**config.mk**
```make
export PLATFORM = sky130hd
export DESIGN_NAME = gcd_by_lcm_search
export DESIGN_NICKNAME = d
export VERILOG_FILES = /design/src/rtl/gbl_pkg.sv /design/src/rtl/gcd_by_lcm_search.sv /design/src/rtl/gbl_datapath.sv /design/src/rtl/gbl_ctrl.sv
export SDC_FILE = /design/constraint.sdc
export NUM_CORES = 1
export LEC_CHECK = 0
export ABC_AREA = 1
export BUFFER_PORTS_ARGS = -buffer_cell sky130_fd_sc_hd__buf_2
export CORE_AREA = 2 2 211 213
export DETAILED_ROUTE_END_ITERATION = 8
export DIE_AREA = 0 0 213 215
export PLACE_DENSITY = 0.74
export REMOVE_ABC_BUFFERS = 1
export SKIP_LAST_GASP = 1
export SLEW_MARGIN = 25
export SYNTH_ARGS = -nofsm -noshare
export SYNTH_HDL_FRONTEND = slang
export SYNTH_HIERARCHICAL = 1
export SYNTH_SLANG_ARGS = --single-unit
```
**constraint.sdc**
```tcl
create_clock -name clock -period 5.5 [get_ports clock]
set_input_delay 1.1 -clock clock [delete_from_list [all_inputs] [get_ports clock]]
set_output_delay 1.1 -clock clock [all_outputs]
set_load 0.01 [all_outputs]
```
**src/rtl/gbl_pkg.sv**
```systemverilog
// Shared types and constants for the GCD-by-LCM-search block.
// Used by the sequencer, the datapath, the top level and the checker.
`timescale 1ns / 1ps
`default_nettype none

package gbl_pkg;

   localparam int unsigned OPERAND_WIDTH_DEFAULT = 16;

   typedef enum logic [2:0] {
      ST_IDLE,
      ST_SEARCH,
      ST_MULT,
      ST_DIVIDE,
      ST_FINISH
   } state_type;

   // Datapath strobes from the sequencer
   typedef struct packed {
      logic load_operands;
      logic search_step;
      logic mult;
      logic div_step;
      logic load_rsp;
   } ctrl_type;

   // Datapath flags back to the sequencer
   typedef struct packed {
      logic operand_zero;
      logic multiples_equal;
   } status_type;

endpackage

`default_nettype wire

```
**src/rtl/gcd_by_lcm_search.sv**
```systemverilog
// GCD-by-LCM-search top level: sequencer plus shared-adder datapath.
// Depends on gbl_pkg, gbl_ctrl and gbl_datapath.
`timescale 1ns / 1ps
`default_nettype none

// Returns gcd(a, b) for two unsigned operands, one word at a time. Two running
// multiples start at a and b; each cycle the smaller gets its operand added
// by the shared adder until they meet at lcm(a, b). The product a*b is then
// formed and divided by the lcm with a restoring divider that reuses the same
// adder, one quotient bit per cycle. A word with both operands nonzero takes
// S = a/g + b/g - 2 search steps (g the gcd): up to about a + b, near 2^17 for
// 16-bit operands, and this search loop sets the rate. If either operand is
// zero the other is returned with rsp_zero_operand set, and the word goes from
// acceptance straight to the finishing step. req_ready is high only between
// words; a finished result sits in the output register until taken while the
// next word is accepted.
module gcd_by_lcm_search #(
   parameter int unsigned OPERAND_WIDTH = gbl_pkg::OPERAND_WIDTH_DEFAULT
) (
   input  wire logic                     clock,
   input  wire logic                     reset,
   input  wire logic                     req_valid,
   output logic                          req_ready,
   input  wire logic [OPERAND_WIDTH-1:0] req_operand_a,
   input  wire logic [OPERAND_WIDTH-1:0] req_operand_b,
   output logic                          rsp_valid,
   input  wire logic                     rsp_ready,
   output logic      [OPERAND_WIDTH-1:0] rsp_divisor,
   output logic                          rsp_zero_operand
);

   gbl_pkg::ctrl_type   ctrl;
   gbl_pkg::status_type status;

   gbl_ctrl #(
      .OPERAND_WIDTH(OPERAND_WIDTH)
   ) u_ctrl (
      .clock     (clock),
      .reset     (reset),
      .req_valid (req_valid),
      .req_ready (req_ready),
      .rsp_valid (rsp_valid),
      .rsp_ready (rsp_ready),
      .status    (status),
      .ctrl      (ctrl)
   );

   gbl_datapath #(
      .OPERAND_WIDTH(OPERAND_WIDTH)
   ) u_datapath (
      .clock            (clock),
      .ctrl             (ctrl),
      .req_operand_a    (req_operand_a),
      .req_operand_b    (req_operand_b),
      .status           (status),
      .rsp_divisor      (rsp_divisor),
      .rsp_zero_operand (rsp_zero_operand)
   );

endmodule

`default_nettype wire

```
**src/rtl/gbl_datapath.sv**
```systemverilog
// Operand, multiple, product and remainder registers around one shared
// adder/subtractor, plus the result word register. Depends on gbl_pkg.
`timescale 1ns / 1ps
`default_nettype none

module gbl_datapath #(
   parameter int unsigned OPERAND_WIDTH = gbl_pkg::OPERAND_WIDTH_DEFAULT
) (
   input  wire logic                     clock,
   input  wire gbl_pkg::ctrl_type        ctrl,
   input  wire logic [OPERAND_WIDTH-1:0] req_operand_a,
   input  wire logic [OPERAND_WIDTH-1:0] req_operand_b,
   output gbl_pkg::status_type           status,
   output logic      [OPERAND_WIDTH-1:0] rsp_divisor,
   output logic                          rsp_zero_operand
);

   localparam int unsigned WideW = 2 * OPERAND_WIDTH;
   localparam int unsigned SumW  = WideW + 2;

   logic [OPERAND_WIDTH-1:0] x_ff;
   logic [OPERAND_WIDTH-1:0] y_ff;
   logic [WideW-1:0]         mx_ff;
   logic [WideW-1:0]         my_ff;
   logic [WideW-1:0]         rem_ff;
   logic [WideW-1:0]         prod_ff;
   logic                     zero_ff;
   logic [OPERAND_WIDTH-1:0] divisor_ff;
   logic                     zero_out_ff;

   logic                     mx_lt_my;
   logic [WideW:0]           shifted;
   logic [SumW-1:0]          unit_a;
   logic [SumW-1:0]          unit_b;
   logic                     unit_sub;
   logic [SumW-1:0]          unit_sum;
   logic                     fits;

   assign mx_lt_my = (mx_ff < my_ff);
   assign shifted  = {rem_ff, prod_ff[WideW-1]};

   // Shared unit: advance the smaller multiple, or take the trial subtract
   always_comb begin
      if (ctrl.div_step) begin
         unit_a   = {1'b0, shifted};
         unit_b   = {2'b00, mx_ff};
         unit_sub = 1'b1;
      end else begin
         unit_a   = {2'b00, (mx_lt_my ? mx_ff : my_ff)};
         unit_b   = {{(SumW - OPERAND_WIDTH){1'b0}}, (mx_lt_my ? x_ff : y_ff)};
         unit_sub = 1'b0;
      end
   end

   assign unit_sum = unit_a + (unit_b ^ {SumW{unit_sub}}) + SumW'(unit_sub);
   assign fits     = ~unit_sum[SumW-1];

   always_ff @(posedge clock) begin
      if (ctrl.load_operands) begin
         x_ff    <= req_operand_a;
         y_ff    <= req_operand_b;
         mx_ff   <= WideW'(req_operand_a);
         my_ff   <= WideW'(req_operand_b);
         zero_ff <= status.operand_zero;
      end
      if (ctrl.search_step) begin
         if (mx_lt_my) begin
            mx_ff <= unit_sum[WideW-1:0];
         end else begin
            my_ff <= unit_sum[WideW-1:0];
         end
      end
      if (ctrl.mult) begin
         prod_ff <= WideW'(x_ff) * WideW'(y_ff);
         rem_ff  <= '0;
      end
      // Restoring division; quotient bits shift into the product register
      if (ctrl.div_step) begin
         rem_ff  <= fits ? unit_sum[WideW-1:0] : shifted[WideW-1:0];
         prod_ff <= {prod_ff[WideW-2:0], fits};
      end
      if (ctrl.load_rsp) begin
         if (zero_ff) begin
            divisor_ff <= (x_ff == '0) ? y_ff : x_ff;
         end else begin
            divisor_ff <= prod_ff[OPERAND_WIDTH-1:0];
         end
         zero_out_ff <= zero_ff;
      end
   end

   assign status.operand_zero    = (req_operand_a == '0) || (req_operand_b == '0);
   assign status.multiples_equal = (mx_ff == my_ff);
   assign rsp_divisor            = divisor_ff;
   assign rsp_zero_operand       = zero_out_ff;

endmodule

`default_nettype wire

```
**src/rtl/gbl_ctrl.sv**
```systemverilog
// Sequencer: walks one word through search, product and division steps
// and owns both handshakes. Depends on gbl_pkg.
`timescale 1ns / 1ps
`default_nettype none

module gbl_ctrl #(
   parameter int unsigned OPERAND_WIDTH = gbl_pkg::OPERAND_WIDTH_DEFAULT
) (
   input  wire logic                clock,
   input  wire logic                reset,
   input  wire logic                req_valid,
   output logic                     req_ready,
   output logic                     rsp_valid,
   input  wire logic                rsp_ready,
   input  wire gbl_pkg::status_type status,
   output gbl_pkg::ctrl_type        ctrl
);

   localparam int unsigned StepCount = 2 * OPERAND_WIDTH;
   localparam int unsigned CntW      = $clog2(StepCount);
   localparam logic [CntW-1:0] LastStep = CntW'(StepCount - 1);

   gbl_pkg::state_type state_ff, state_in;
   logic [CntW-1:0]    cnt_ff, cnt_in;
   logic               rsp_valid_ff, rsp_valid_in;

   always_ff @(posedge clock) begin
      if (reset) begin
         state_ff     <= gbl_pkg::ST_IDLE;
         cnt_ff       <= '0;
         rsp_valid_ff <= 1'b0;
      end else begin
         state_ff     <= state_in;
         cnt_ff       <= cnt_in;
         rsp_valid_ff <= rsp_valid_in;
      end
   end

   always_comb begin
      state_in  = state_ff;
      cnt_in    = cnt_ff;
      ctrl      = '0;
      req_ready = 1'b0;
      unique case (state_ff)
         gbl_pkg::ST_IDLE: begin
            req_ready = 1'b1;
            if (req_valid) begin
               ctrl.load_operands = 1'b1;
               // A zero operand would never meet; answer straight away
               state_in = status.operand_zero ? gbl_pkg::ST_FINISH : gbl_pkg::ST_SEARCH;
            end
         end
         gbl_pkg::ST_SEARCH: begin
            if (status.multiples_equal) begin
               state_in = gbl_pkg::ST_MULT;
            end else begin
               ctrl.search_step = 1'b1;
            end
         end
         gbl_pkg::ST_MULT: begin
            ctrl.mult = 1'b1;
            cnt_in    = '0;
            state_in  = gbl_pkg::ST_DIVIDE;
         end
         gbl_pkg::ST_DIVIDE: begin
            ctrl.div_step = 1'b1;
            cnt_in        = cnt_ff + 1'b1;
            if (cnt_ff == LastStep) begin
               state_in = gbl_pkg::ST_FINISH;
            end
         end
         gbl_pkg::ST_FINISH: begin
            // Hold until the output register is free
            if (!rsp_valid_ff || rsp_ready) begin
               ctrl.load_rsp = 1'b1;
               state_in      = gbl_pkg::ST_IDLE;
            end
         end
         default: begin
            state_in = gbl_pkg::ST_IDLE;
         end
      endcase
   end

   always_comb begin
      if (ctrl.load_rsp) begin
         rsp_valid_in = 1'b1;
      end else if (rsp_ready) begin
         rsp_valid_in = 1'b0;
      end else begin
         rsp_valid_in = rsp_valid_ff;
      end
   end

   assign rsp_valid = rsp_valid_ff;

endmodule

`default_nettype wire

```
==> metrics.cfg <==
[setup_path]
worstSetupStartpoint=u_datapath/y_ff[6]
crit_family=adder cells
cp.buffers_inverters=8
cp.required_ns=5.71
r2r_cells=25
worst-path-max-fanout=5
arrival_ns=5.79
r2r_start=u_datapath/y_ff[6]
start_kind=register
reg2reg_slack_ns=-0.08
crit_type=register to register
crit_slowest_cell=fa_1
setup.worst_path.end_class=register
max_stage_delay_ns=0.56
crit_top_cell=fa_1
reg2reg_to=u_datapath/prod_ff[25]

[grt]
grt_pass1_wl_um=102000
antenna_found_initial=1
overflow=0
grt_busiest_layer=met2
met3_usage_pct=5.30
met1_usage_pct=36.0
grt_max_degree=99
grt_pass1_vias=19516
grtUsageTotal_pct=28.9
use_met2_pct=48.9

[worst_hold_path]
hp-start=u_datapath/my_ff[19]
hold_end=u_datapath/my_ff[19]
hp-class=register to register
whs_path_depth=2

[floorplanning]
io_pins=55
core_area_mm2=0.0436
die-height_um=215
dieArea_mm2=0.0458
rows=77
die_x_um=213
start_util_pct=49.5

[finish]
syn2layout_area_growth_pct=15.5
ff_latch_area_mm2=0.00488
fin_util_pct=57.2
fin_nets=3617
drive_gt1_share_pct=13.3
multiInputGateArea_mm2=0.0144
fillCellCount=4109

[routing]
drt-total-wl_um=64800
via_per_inst=5.21
first_pass_iters=8
post_drt_wl_per_cell_um=16.9
drc=0
drtAntennaViolNets=0
vias=19928
drt-initial-drc-count=1478

[clocking]
cts_hold_buf=0
htree_levels=4
clockRootBuffer=clkbuf_16
cts_tree=done
cts_buffers=17
cts_sinks=187
clk-insertion-delay-late_ns=0.47
clock_path_buffers=2
clkTransAtPathRegs_ns=0.07

[synthesis]
synth_cell_types=47
yosysTopAreaCell=fa_1
yosysMostFrequentCell=nand2_1
synthTopCellsByCount=916 x nand2_1, 602 x inv_1, 308 x nor2_1, 196 x fa_1, 169 x ha_1
ys_seq_area_share_pct=22.6
ys_warn_count=6
synth.cell_area_mm2=0.0216
synthArstFlopShare_pct=0
avgSynthCellArea_um2=7.01
synthTopCellsByArea=fa_1 18%, nand2_1 16%, edfxtp_1 16%, inv_1 10%, ha_1 9.8%
synth_flop_cell=edfxtp_1
syn_inst=3085
synth_edf_count=114
ys_seq_elements=187
synth_top_cell_area_share_pct=18.2

[timing]
setup-violations-final=6
fmax_ghz=0.179
slew_headroom_pct=31.9
clock_skew_ns=0.0166
hold_ws_ns=0.468
min_period_over_period_pct=101
tightest_slew_ns=1.02
drv_slew=0
hold_violations=0
fin_ws_ns=-0.0758
fin_crit_ns=5.58
rsz0062_at_grt=yes

[run_status]
violations=negative setup slack
outcome=finished, violations left

[placed_design]
dpl.hpwl_um=51100
port_buffers=54
place.gp.congestion=0.978

[flow_run]
maxCapViolCount=0

[registers in the layout, indices dropped and copies added (netlist names)]
| register | flops |
|---|---|
| u_datapath/rem_ff | 32 |
| u_ctrl/state_ff | 3 |
| u_datapath/rsp_divisor | 16 |
| u_datapath/rsp_zero_operand | 1 |
| u_datapath/x_ff | 16 |
| u_ctrl/cnt_ff | 5 |
| u_datapath/my_ff | 32 |
| u_ctrl/rsp_valid | 1 |
| u_datapath/prod_ff | 32 |
| u_datapath/zero_ff | 1 |
| u_datapath/mx_ff | 32 |
| u_datapath/y_ff | 16 |
[area by class of cell]
| type | instances | area share (%) |
|---|---|---|
| clock buffer | 22 | 2.07 |
| inverter | 611 | 9.20 |
| tap | 592 | 2.97 |
| multi-input combinational | 2150 | 57.7 |
| antenna | 1 | 0.0100 |
| clock inverter | 10 | 0.346 |
| timing repair buffer | 249 | 8.19 |
| sequential | 187 | 19.6 |
[through the flow]
step / cell area (µm²) / instances / setup WS [ns] / setup TNS [ns]
2_1_floorplan: 21000 / 2948 / -3.71 / -252.70
3_3_place_gp: 23600 / 3763 / -0.196 / -1.33
3_5_place_dp: 23600 / 3763 / -0.329 / -2.33
4_1_cts: 24500 / 3803 / -0.0188 / -0.0219
5_1_grt: 25000 / 3821 / -0.247 / -3.46
6_report: 25000 / 3822 / -0.0758 / -0.137
[kinds of logic (layout without fill, tap and decap cells)]
group	Yosys count	count (layout)	synth area share [%]
fa+ha+maj	365	365	27.9
buf+inv	748	892	13.4
xor+xnor	24	24	0.973
mux	8	8	0.370
simple gates	1484	1484	28.2
flops	187	187	22.6
compound gates	269	269	6.52
other cells	0	1	0
[timing repair]
action | in CTS | in global routing
pin swaps | 18 | 24
setup endpoints to repair | 17 | 22
gates resized for setup | 74 | 79
buffers inserted | 7 | 16
gates cloned | 1 | 1
[how the worst max path moves through the flow]
stage	end	depth (start not counted)
4_1_cts	u_datapath/prod_ff[27]	24
6_report	u_datapath/prod_ff[25]	25
3_5_place_dp	u_datapath/prod_ff[27]	24
5_1_grt	u_datapath/prod_ff[25]	24
3_3_place_gp	u_datapath/prod_ff[27]	24
2_1_floorplan	u_datapath/my_ff[28]	5
[placed cells by master, fill, tap and decap left out, types with 19 or more instances in the layout]
cell and count:
buf_12 19, buf_4 161, nand3_1 147, nand2_2 19, edfxtp_1 114, a21oi_1 105
buf_2 54, nor2_1 292, ha_1 154, fa_1 187, clkbuf_16 20, o21ai_0 103
nand2_1 897, nand4_1 29, dfxtp_1 73, inv_1 592
[layer usage]
layer	part of all wire [%]	routed length, µm	vias up
li1	-	-	9686
met3	7.0	4550	141
met5	0.014	9	-
met4	4.5	2890	2
met2	48	31400	668
met1	40	26000	9431
[worst min-delay path, cell delays in order, from the launching register on]
cell and delay [ns]:
dfxtp_1 0.31, nand3_1 0.07, nand2_1 0.04
Power is left out: the tool's default activity adds up to more than one toggle a clock period on the data nets, which glitch-free logic cannot reach.
